--- config.mk ---
export PLATFORM = sky130hd
export DESIGN_NAME = multi_press_button_counter
export DESIGN_NICKNAME = d
export VERILOG_FILES = /design/src/rtl/mpbc_pkg.sv /design/src/rtl/mpbc_ram.sv /design/src/rtl/mpbc_outq.sv /design/src/rtl/multi_press_button_counter.sv
export SDC_FILE = /design/constraint.sdc
export NUM_CORES = 1
export LEC_CHECK = 0
export ABC_CLOCK_PERIOD_IN_PS = 11900
export BUFFER_PORTS_ARGS = -buffer_cell sky130_fd_sc_hd__buf_2
export CORE_ASPECT_RATIO = 0.5
export CORE_MARGIN = 10
export CORE_UTILIZATION = 55
export CTS_CLUSTER_DIAMETER = 150
export DETAILED_ROUTE_END_ITERATION = 8
export MAX_ROUTING_LAYER = met4
export PLACE_DENSITY = 0.71
export SYNTH_ARGS = -nofsm -noshare
export SYNTH_HDL_FRONTEND = slang
export SYNTH_SLANG_ARGS = --single-unit
--- constraint.sdc ---
create_clock -name aclk -period 11.9 [get_ports aclk]
set_clock_uncertainty 0.15 [all_clocks]
set_input_delay 1.19 -clock aclk [delete_from_list [all_inputs] [get_ports aclk]]
set_output_delay 1.19 -clock aclk [all_outputs]
set_load 0.02 [all_outputs]
--- src/rtl/mpbc_pkg.sv ---
`default_nettype none

package mpbc_pkg;

    // Field widths
    localparam int IDX_W    = 5;
    localparam int CNT_W    = 8;
    localparam int CFG_IDX_W = 2;
    localparam int CFG_DATA_W = 32;
    localparam int ACT_W    = 6;
    localparam int MASK_W   = 32;

    // Register indexes on the configuration port
    localparam logic [CFG_IDX_W-1:0] REG_ACTIVE_BUTTONS  = 2'd0;
    localparam logic [CFG_IDX_W-1:0] REG_MAX_GAP         = 2'd1;
    localparam logic [CFG_IDX_W-1:0] REG_ACTIVE_LOW_MASK = 2'd2;

    localparam logic [CNT_W-1:0] CNT_MAX = '1;

    // Result queue
    localparam int OUTQ_DEPTH = 3;
    localparam int OUTQ_PW    = 2;
    localparam int OUTQ_CW    = 2;

    typedef struct packed {
        logic [IDX_W-1:0] button_index;
        logic             raw_level;
    } in_item_t;

    typedef struct packed {
        logic [IDX_W-1:0] report_index;
        logic [CNT_W-1:0] press_total;
    } out_item_t;

    // One stored entry per button
    typedef struct packed {
        logic [CNT_W-1:0] gap;
        logic [CNT_W-1:0] press;
    } entry_t;

    // Control from the update stage into the result queue
    typedef struct packed {
        logic      push;
        out_item_t item;
    } outq_wr_t;

endpackage

`default_nettype wire

--- src/rtl/mpbc_ram.sv ---
`default_nettype none

module mpbc_ram #(
    parameter int WIDTH = 16,
    parameter int DEPTH = 32
) (
    input  wire logic                                    aclk,
    input  wire logic                                    wr_en,
    input  wire logic [((DEPTH > 1) ? $clog2(DEPTH) : 1)-1:0] wr_addr,
    input  wire logic [WIDTH-1:0]                        wr_data,
    input  wire logic [((DEPTH > 1) ? $clog2(DEPTH) : 1)-1:0] rd_addr,
    output logic      [WIDTH-1:0]                        rd_data
);

    logic [WIDTH-1:0] mem [DEPTH];

    always_ff @(posedge aclk) begin
        if (wr_en) begin
            mem[wr_addr] <= wr_data;
        end
        rd_data <= mem[rd_addr];
    end

endmodule

`default_nettype wire

--- src/rtl/mpbc_outq.sv ---
`default_nettype none

module mpbc_outq
    import mpbc_pkg::*;
(
    input  wire logic                aclk,
    input  wire logic                aresetn,
    input  wire outq_wr_t            wr,
    output logic [OUTQ_CW-1:0]       count,
    output logic                     m_valid,
    input  wire logic                m_ready,
    output out_item_t                m_payload
);

    out_item_t              slot_reg [OUTQ_DEPTH];
    logic [OUTQ_PW-1:0]     wr_ptr_reg, wr_ptr_next;
    logic [OUTQ_PW-1:0]     rd_ptr_reg, rd_ptr_next;
    logic [OUTQ_CW-1:0]     cnt_reg, cnt_next;
    logic                   pop;

    assign pop       = m_valid && m_ready;
    assign m_valid   = (cnt_reg != '0);
    assign m_payload = slot_reg[rd_ptr_reg];
    assign count     = cnt_reg;

    always_comb begin
        wr_ptr_next = wr_ptr_reg;
        rd_ptr_next = rd_ptr_reg;
        cnt_next    = cnt_reg;
        if (wr.push) begin
            wr_ptr_next = (wr_ptr_reg == OUTQ_PW'(OUTQ_DEPTH - 1)) ? '0
                                                                   : wr_ptr_reg + 1'b1;
        end
        if (pop) begin
            rd_ptr_next = (rd_ptr_reg == OUTQ_PW'(OUTQ_DEPTH - 1)) ? '0
                                                                   : rd_ptr_reg + 1'b1;
        end
        if (wr.push && !pop) begin
            cnt_next = cnt_reg + 1'b1;
        end else if (pop && !wr.push) begin
            cnt_next = cnt_reg - 1'b1;
        end
    end

    always_ff @(posedge aclk) begin
        if (!aresetn) begin
            wr_ptr_reg <= '0;
            rd_ptr_reg <= '0;
            cnt_reg    <= '0;
        end else begin
            wr_ptr_reg <= wr_ptr_next;
            rd_ptr_reg <= rd_ptr_next;
            cnt_reg    <= cnt_next;
        end
    end

    always_ff @(posedge aclk) begin
        if (wr.push) begin
            slot_reg[wr_ptr_reg] <= wr.item;
        end
    end

`ifndef SYNTHESIS
    a_no_overflow: assert property (@(posedge aclk) disable iff (!aresetn)
        !(wr.push && cnt_reg == OUTQ_CW'(OUTQ_DEPTH) && !pop))
        else $error("result queue overflow");

    a_ptr_gap: assert property (@(posedge aclk) disable iff (!aresetn)
        (cnt_reg == '0) |-> (wr_ptr_reg == rd_ptr_reg))
        else $error("queue pointers disagree with count");
`endif

endmodule

`default_nettype wire

--- src/rtl/multi_press_button_counter.sv ---
// Path: an accepted sample enters the stage 1 registers while its state word is read;
//   then stage 1 writes the update and queues any result for m_valid/m_payload.
// Throughput: one sample per cycle while s_ready is high; a same-button sample in the next
//   cycle is served by forwarding the last write, so there is no interlock stall.
// Stall: s_ready drops only while the 3-beat result queue plus the item in flight
//   could fill it; it is driven from flops.
// Reset (aresetn low, synchronous): config registers to 0, per-button valid bits
//   cleared at once so every entry reads as zero; no clearing pass.
`default_nettype none

module multi_press_button_counter
    import mpbc_pkg::*;
#(
    parameter int NUM_BUTTONS = 32
) (
    input  wire logic                  aclk,
    input  wire logic                  aresetn,
    // sample channel
    input  wire logic                  s_valid,
    output logic                       s_ready,
    input  wire in_item_t              s_payload,
    // result channel
    output logic                       m_valid,
    input  wire logic                  m_ready,
    output out_item_t                  m_payload,
    // configuration channel
    input  wire logic                  cfg_valid,
    output logic                       cfg_ready,
    input  wire logic [CFG_IDX_W-1:0]  cfg_index,
    input  wire logic [CFG_DATA_W-1:0] cfg_data
);

    // Only 2**IDX_W buttons are addressable, whatever NUM_BUTTONS says.
    localparam int DEPTH = (NUM_BUTTONS < (1 << IDX_W)) ? NUM_BUTTONS : (1 << IDX_W);
    localparam int AW    = (DEPTH > 1) ? $clog2(DEPTH) : 1;
    localparam int EW    = $bits(entry_t);

    // ---------------- configuration ----------------
    logic [ACT_W-1:0]  active_buttons_reg;
    logic [CNT_W-1:0]  max_gap_reg;
    logic [MASK_W-1:0] active_low_mask_reg;

    assign cfg_ready = 1'b1;

    always_ff @(posedge aclk) begin
        if (!aresetn) begin
            active_buttons_reg  <= '0;
            max_gap_reg         <= '0;
            active_low_mask_reg <= '0;
        end else if (cfg_valid && cfg_ready) begin
            unique case (cfg_index)
                REG_ACTIVE_BUTTONS:  active_buttons_reg  <= cfg_data[ACT_W-1:0];
                REG_MAX_GAP:         max_gap_reg         <= cfg_data[CNT_W-1:0];
                REG_ACTIVE_LOW_MASK: active_low_mask_reg <= cfg_data[MASK_W-1:0];
                default: ;  // unmapped index: write dropped
            endcase
        end
    end

    // ---------------- stage 0: accept, polarity, range, read ----------------
    logic              s_fire;
    logic              s0_in_range;
    logic              s0_pressed;
    logic [AW-1:0]     s0_addr;
    logic [OUTQ_CW-1:0] q_count;
    logic              s1_valid_reg, s1_valid_next;

    // Room check: queue occupancy plus one possible result still in stage 1.
    assign s_ready = ({1'b0, q_count} + {{OUTQ_CW{1'b0}}, s1_valid_reg})
                     < (OUTQ_CW + 1)'(OUTQ_DEPTH);
    assign s_fire  = s_valid && s_ready;

    assign s0_in_range = ({1'b0, s_payload.button_index} < active_buttons_reg)
                      && (32'(s_payload.button_index) < 32'(NUM_BUTTONS));
    // low-active bit flips the sense of the pin
    assign s0_pressed  = s_payload.raw_level ^ active_low_mask_reg[s_payload.button_index];
    assign s0_addr     = s_payload.button_index[AW-1:0];

    // ---------------- stage 1 registers ----------------
    logic [AW-1:0]     s1_addr_reg;
    logic [IDX_W-1:0]  s1_idx_reg;
    logic              s1_pressed_reg;

    // Out-of-range samples are consumed here and never reach stage 1.
    assign s1_valid_next = s_fire && s0_in_range;

    always_ff @(posedge aclk) begin
        if (!aresetn) begin
            s1_valid_reg <= 1'b0;
        end else begin
            s1_valid_reg <= s1_valid_next;
        end
    end

    always_ff @(posedge aclk) begin
        if (s_fire) begin
            s1_addr_reg    <= s0_addr;
            s1_idx_reg     <= s_payload.button_index;
            s1_pressed_reg <= s0_pressed;
        end
    end

    // ---------------- state memory ----------------
    logic [EW-1:0]     rd_data;
    entry_t            wr_entry;
    logic [DEPTH-1:0]  entry_valid_reg;

    mpbc_ram #(
        .WIDTH (EW),
        .DEPTH (DEPTH)
    ) u_state_ram (
        .aclk    (aclk),
        .wr_en   (s1_valid_reg),
        .wr_addr (s1_addr_reg),
        .wr_data (wr_entry),
        .rd_addr (s0_addr),
        .rd_data (rd_data)
    );

    // Entries not yet written read as zero (reset value).
    always_ff @(posedge aclk) begin
        if (!aresetn) begin
            entry_valid_reg <= '0;
        end else if (s1_valid_reg) begin
            entry_valid_reg[s1_addr_reg] <= 1'b1;
        end
    end

    // Last write, held in registers: the RAM read issued on the same edge as that
    // write returns the old word, so a back-to-back hit takes this copy instead.
    logic              lw_valid_reg;
    logic [AW-1:0]     lw_addr_reg;
    entry_t            lw_entry_reg;

    always_ff @(posedge aclk) begin
        if (!aresetn) begin
            lw_valid_reg <= 1'b0;
        end else begin
            lw_valid_reg <= s1_valid_reg;
        end
    end

    always_ff @(posedge aclk) begin
        if (s1_valid_reg) begin
            lw_addr_reg  <= s1_addr_reg;
            lw_entry_reg <= wr_entry;
        end
    end

    // ---------------- stage 1: modify ----------------
    entry_t            cur;
    logic [CNT_W-1:0]  gap_step;
    logic              report;
    outq_wr_t          q_wr;

    always_comb begin
        if (lw_valid_reg && (lw_addr_reg == s1_addr_reg)) begin
            cur = lw_entry_reg;
        end else if (entry_valid_reg[s1_addr_reg]) begin
            cur = entry_t'(rd_data);
        end else begin
            cur = '0;
        end

        wr_entry = cur;
        report   = 1'b0;
        gap_step = cur.gap;

        if (s1_pressed_reg && (cur.gap != '0)) begin
            // counted press: saturating count, gap restarts
            if (cur.press != CNT_MAX) begin
                wr_entry.press = cur.press + 1'b1;
            end
            wr_entry.gap = '0;
        end else begin
            // released sample extends the gap up to one past the timeout
            if (!s1_pressed_reg && (cur.gap <= max_gap_reg) && (cur.gap != CNT_MAX)) begin
                gap_step = cur.gap + 1'b1;
            end
            wr_entry.gap = gap_step;
            if ((gap_step > max_gap_reg) && (cur.press != '0)) begin
                report   = 1'b1;
                wr_entry = '0;
            end
        end

        q_wr.push              = s1_valid_reg && report;
        q_wr.item.report_index = s1_idx_reg;
        q_wr.item.press_total  = cur.press;
    end

    // ---------------- result queue ----------------
    mpbc_outq u_outq (
        .aclk      (aclk),
        .aresetn   (aresetn),
        .wr        (q_wr),
        .count     (q_count),
        .m_valid   (m_valid),
        .m_ready   (m_ready),
        .m_payload (m_payload)
    );

`ifndef SYNTHESIS
    a_total_nonzero: assert property (@(posedge aclk) disable iff (!aresetn)
        m_valid |-> (m_payload.press_total != '0))
        else $error("reported press total is zero");

    a_report_in_range: assert property (@(posedge aclk) disable iff (!aresetn)
        m_valid |-> ({1'b0, m_payload.report_index} < active_buttons_reg))
        else $error("report for inactive button");

    a_report_clears: assert property (@(posedge aclk) disable iff (!aresetn)
        q_wr.push |=> (lw_valid_reg && lw_entry_reg == '0))
        else $error("entry not cleared after report");
`endif

endmodule

`default_nettype wire
Yosys cells after proc, flatten, opt, wreduce, memory -nomap -nowiden

Memories as Yosys holds them, arrays and structs flattened. A register that Yosys moved wholly into a read port is not among the register bits.
Cells that the tools add are included.

Shift-type cells: 0
Reductions and logical operators: 23
Order comparisons: 7
Bitwise logic cells: 2
Add/sub/neg operators: 7
Divide/modulo/power cells: 0
Eq/ne operators: 7
Muxes and demuxes: 25
Multipliers: 0

Operators with widths:

| cell                                                                          | number |
|---|---|
| 16-bit 2-to-1 mux                                                             | 4 |
| 32-bit bitwise OR                                                             | 1 |
| 8-bit 2-to-1 mux                                                              | 3 |
| 8-bit by 1-bit adder with 8-bit output (second input constant)                | 2 |
| 8-bit inequality test (second input constant)                                 | 2 |
| 8-bit nonzero test                                                            | 2 |
| 1-bit logical AND                                                             | 12 |
| 5-bit by 6-bit less-than comparator with 1-bit output (second input constant) | 2 |
| 2-bit 2-to-1 mux                                                              | 6 |
| 1-bit binary-select mux with 5-bit select                                     | 2 |
| 1-bit 2-to-1 mux                                                              | 9 |
| 8-bit > comparator                                                            | 1 |
| 8-bit <= comparator                                                           | 1 |
| 2-bit by 1-bit adder with 2-bit output (second input constant)                | 3 |
| 2-bit == test (second input constant)                                         | 3 |
| 5-bit by 6-bit less-than comparator with 1-bit output                         | 1 |
| 2-bit AND reduction                                                           | 3 |
| 1-bit demux with 5-bit select                                                 | 1 |
| 5-bit == test                                                                 | 1 |
| 5-bit by 1-bit >= comparator with 1-bit output (second input constant)        | 1 |
| 2-bit nonzero test                                                            | 2 |
| 2-bit by 1-bit adder with 3-bit output                                        | 1 |
| 1-bit zero test                                                               | 3 |
| 3-bit by 2-bit less-than comparator with 1-bit output (second input constant) | 1 |
| 4 further kinds                                                               | 4 |

Input port bits: 45
ROM bits: 0
Latch bits: 0
Register bits: 113
Logic and storage cells: 87
Memories: 2
RAM bits: 551
Output and inout bits: 16

Memory list:

| memory          | words | bits a word | read ports | clocked after memory_dff | wr ports | RTL line        | RTL |
|---|---|---|---|---|---|---|---|
| u_state_ram.mem | 32    | 16          | 1          | 1                        | 1        | mpbc_ram.sv:15  | `logic [WIDTH-1:0] mem [DEPTH];` |
| u_outq.slot_reg | 3     | 13          | 1          | 1                        | 1        | mpbc_outq.sv:15 | `out_item_t slot_reg [OUTQ_DEPTH];` |

Logic depth before layout (Yosys ltp)

Word-level depth: 18
Depth in mapped cells: 31
Depth with buffers taken out: 28

Modules after synthesis

Synthesis repeated with hierarchy kept, for this count alone.

Cells, all modules: 1880
Area total of the unflattened synthesis: 28263.4 µm²

By module, submodules not included:

| module                     | cells an instance | instances | area each (µm²) |
|---|---|---|---|
| mpbc_ram                   | 1143              | 1         | 20535.9 |
| multi_press_button_counter | 623               | 1         | 5974.5 |
| mpbc_outq                  | 114               | 1         | 1752.9 |

Worst setup path before layout

Ideal clock, no wire load.

Kind: flip-flop to flip-flop
Start: reg s1_idx_reg[1] (netlist name)
End: reg lw_entry_reg[7] in the netlist's numbering, data pin
Library setup time: 475 ps
Setup slack: 4475 ps
Arrival: 6799 ps
Cell stages (with the launch flop): 25
Path buffers: 2
Cell sequence: edfxtp_1 -> buf_2 -> buf_2 -> mux4_2 -> a222oi_1 -> a21oi_1 -> a22oi_1 -> inv_1 -> ha_1 -> a21o_1 -> a211oi_1 -> inv_1 -> o21ai_0 -> o221ai_1 -> or2_2 -> o21a_1 -> ha_1 -> a21o_1 -> a21oi_1 -> a21oi_1 -> o21ai_0 -> a21o_1 -> nor2_2 -> o21a_1 -> a211oi_1

RTL lines:

| item                   | RTL line                          | RTL |
|---|---|---|
| end signal: assignment | multi_press_button_counter.sv:146 | `lw_entry_reg <= wr_entry;` |
| end: declaration       | multi_press_button_counter.sv:133 | `entry_t lw_entry_reg;` |

==> flow_metrics.py <==
metrics = {
    "timing": {
        "finalSetupViolCount": 0,
        "finalMaxSlewViolations": 0,
        "setup_tns_ps": 0,
        "slew_headroom_pct": 13.01,
        "fin_crit_ps": 8732,
        "fmax_ghz": 0.1145,
        "rsz0062_at_grt": "no",
        "hold_viol": 0,
        "worst_pin_slew_ps": 1305,
        "setup_ws_ps": 3168,
        "fin_crit_sh_pct": 73.38,
    },
    "power_and_ir_drop": {
        "total_leakage_power_nw": 9.907,
        "power_density_nw_per_um2": 165.2,
        "peakVddDrop_mv": 0.1130,
    },
    "finish": {
        "fin_cells": 2238,
        "n_antenna_cell": 0,
        "multiInputGateArea_um2": 7687,
        "areaGrowthSynthToFinish_pct": 11.18,
        "drive_above_1_share_pct": 26.31,
        "nFillCells": 3356,
        "final_nets": 1614,
        "ff_latch_area_um2": 19440,
        "largest_reg_flops": 512,
        "stdcell_area_um2": 30350,
    },
    "place": {
        "port-buffer-count": 59,
        "dp_cells": 2132,
        "place_ws_ps": 3329,
        "place_hpwl_um": 36690,
        "gp_congestion": 0.9168,
        "placed_cell_area_um2": 28500,
    },
    "global_routing": {
        "grt_first_pass_wirelength_um": 95070,
        "grt_pass1_vias": 14030,
        "grt_overflow_total": 0,
        "grt_usage_pct": 22.48,
        "antenna_found_initial": 3,
        "grt_max_degree": 89,
    },
    "floorplan": {
        "initial_core_util_pct": 55.96,
        "dieHeight_um": 177.5,
        "row_count": 57,
        "ios": 61,
        "die_area_um2": 59480,
        "die_x_um": 335.1,
        "core_area_um2": 48780,
    },
    "clock_tree": {
        "cts_resized": 0,
        "clkLatencyLatePin_ps": 620,
        "cts_hold_buf": 0,
        "cts_buffers": 56,
        "path_clk_slew_ps": 70,
        "numClockSinks": 682,
        "cts_root_buffer": "clkbuf_16",
        "cts_tree": "yes",
        "clockBufferDepth": 3,
        "h-tree-depth": 2,
        "postCtsSetupRepairBufs": 0,
    },
    "synthesis": {
        "syn_area_per_cell_um2": 18.38,
        "synth_compound_area_share_pct": 4.428,
        "ys.warnings.count": 0,
        "synth.area.mux_share_pct": 16.42,
        "synth_edf_count": 578,
        "synthTopCellsByArea": "edfxtp_1 (64%), mux4_2 (14%), dfxtp_1 (7.6%), nand2_1 (1.5%), mux2i_1 (1.3%)",
        "ys_seq_area_share_pct": 71.21,
        "synthDistinctLibCells": 65,
        "synth_adder_area_share_pct": 1.238,
        "yosysTopAreaCellShare_pct": 63.59,
        "synth_xor_xnor_area_share_pct": 0.4171,
        "ys_top_cells_by_count": "edfxtp_1 (578), mux4_2 (174), nand2_1 (108)",
        "yosysMostFrequentCell": "edfxtp_1",
        "synthesis.nets": 1557,
        "postSynthCellCount": 1485,
        "synthSimpleGateAreaFrac_pct": 4.552,
        "async_reset_ff_share_pct": 0,
        "synth-seq-cells": 682,
        "synth_top_family_by_area": "multiplexers",
        "synth_top_flop_cell": "edfxtp_1",
        "synth_top_area_cell": "edfxtp_1",
        "synth_area_um2": 27300,
    },
    "drt": {
        "dr_total_vias": 14330,
        "drc": 0,
        "drtAntennaViolNets": 0,
        "vias_per_cell": 6.403,
        "drt_iter0_markers": 2048,
        "drt_wl_total_um": 64690,
        "first_pass_iters": 7,
        "drt-wirelength-per-cell_um": 28.91,
    },
    "flow_run": {
        "cap_violations": 0,
    },
    "critical_path": {
        "endpoint_kind": "register",
        "cp.required_ps": 11920,
        "crit_fanout": 33,
        "start_kind": "register",
        "crit_arrival_ps": 8750,
        "critical_path_class": "reg -> reg",
    },
    "min_path": {
        "hp-class": "reg -> reg",
    },
    "outcome": {
        "status": "complete, no violations",
    },
}
## report_power, final
part	internal [mW]	total (mW)	switching, mW
sequential	2.69	2.72	0.0371
combinational	0.158	0.433	0.275
clock	1.00	1.86	0.854
## final timing paths
path | startpoint | to | slack, ps | cells past startpoint
setup / recovery | s1_idx_reg[1]$_DFFE_PP_ | u_state_ram.mem[20][1]$_DFFE_PP_ | 3170 | 22
hold / removal | active_low_mask_reg[7]$_SDFFE_PN0P_ | active_low_mask_reg[7]$_SDFFE_PN0P_ | 320 | 2
setup reg to reg | s1_idx_reg[1]$_DFFE_PP_ | u_state_ram.mem[20][1]$_DFFE_PP_ | 3170 | 22
hold reg to reg | active_low_mask_reg[7]$_SDFFE_PN0P_ | active_low_mask_reg[7]$_SDFFE_PN0P_ | 320 | 2
## stage by stage
stage | hold WS, ps | total power, mW | util (%)
5_1_grt | 328.9 | 5.176 | 62.21
3_5_place_dp | 304.8 | 3.207 | 58.43
4_1_cts | 318.2 | 5.041 | 62.20
6_report | 315.9 | 5.014 | 62.21
3_3_place_gp | 297.8 | 3.189 | 58.43
2_1_floorplan | 285.4 | 3.049 | -
## final cells by class
type                            instances  area share [%]
Tap cell                              649           2.676
Inverter                               36          0.4453
Clock buffer                           66           4.741
Timing Repair Buffer                   76           1.447
Clock inverter                         39           1.311
Multi-Input combinational cell        690           25.33
Sequential cell                       682           64.05
## layout by cell type (no fill, tap or decap), types with 4 or more instances in the layout
cell and n:
a21o_1 5, edfxtp_1 578, nor2_2 7, ha_1 27, xnor2_1 12, or4_1 4, clkinv_1 11, inv_1 35
clkbuf_1 10, mux2_2 17, buf_4 16, a211oi_1 5, nand3_1 12, clkinv_2 13, or2_2 4, o21a_1 40
nand2_1 108, buf_2 57, dfxtp_1 104, nor2_4 28, nor4_1 5, and2_1 10, nand3b_1 7, o221ai_1 5
and3_1 9, mux2i_1 33, bufinv_16 6, a21boi_0 35, a21oi_1 23, o21ai_0 23, clkbuf_16 56, nor2_1 13
nor3_1 9, mux4_2 174, nor2b_1 18
## cell families (layout without fill, tap and decap cells)
group,Yosys count,count (layout)
DFF,682,682
and+or+nand+nor,256,256
muxes,228,228
AOI/OAI and AO/OA,165,165
buffers and inverters,113,217
adders and majority gates,27,27
xor gates and xnor gates,13,13
other,1,1
## layer usage
layer  track usage (%)  vias up  part of all wire, %
li1                  -     6026                    -
met1             32.72     7470                   43
met2             32.69      748                   45
met3             4.681       86                   11
met4             4.853        0                  1.8
met5                 -        -                    0
## critical path, cell delays in order, from the launching register on
cell and delay (ps):
edfxtp_1 940, mux2i_1 280, o221ai_1 130, a222oi_1 1000, and2_1 550, a2bb2oi_1 410
inv_1 80, ha_1 300, a21o_1 180, a21oi_1 120, o21ai_0 90, o21ai_0 490
o221ai_1 380, or2_2 360, o21a_1 200, ha_1 300, nand3_1 90, o21bai_1 160
a21oi_1 130, o21ai_0 140, a21o_1 240, o21ai_0 900, o22ai_2 620
Note: power is estimated with default switching activity, not from simulation.
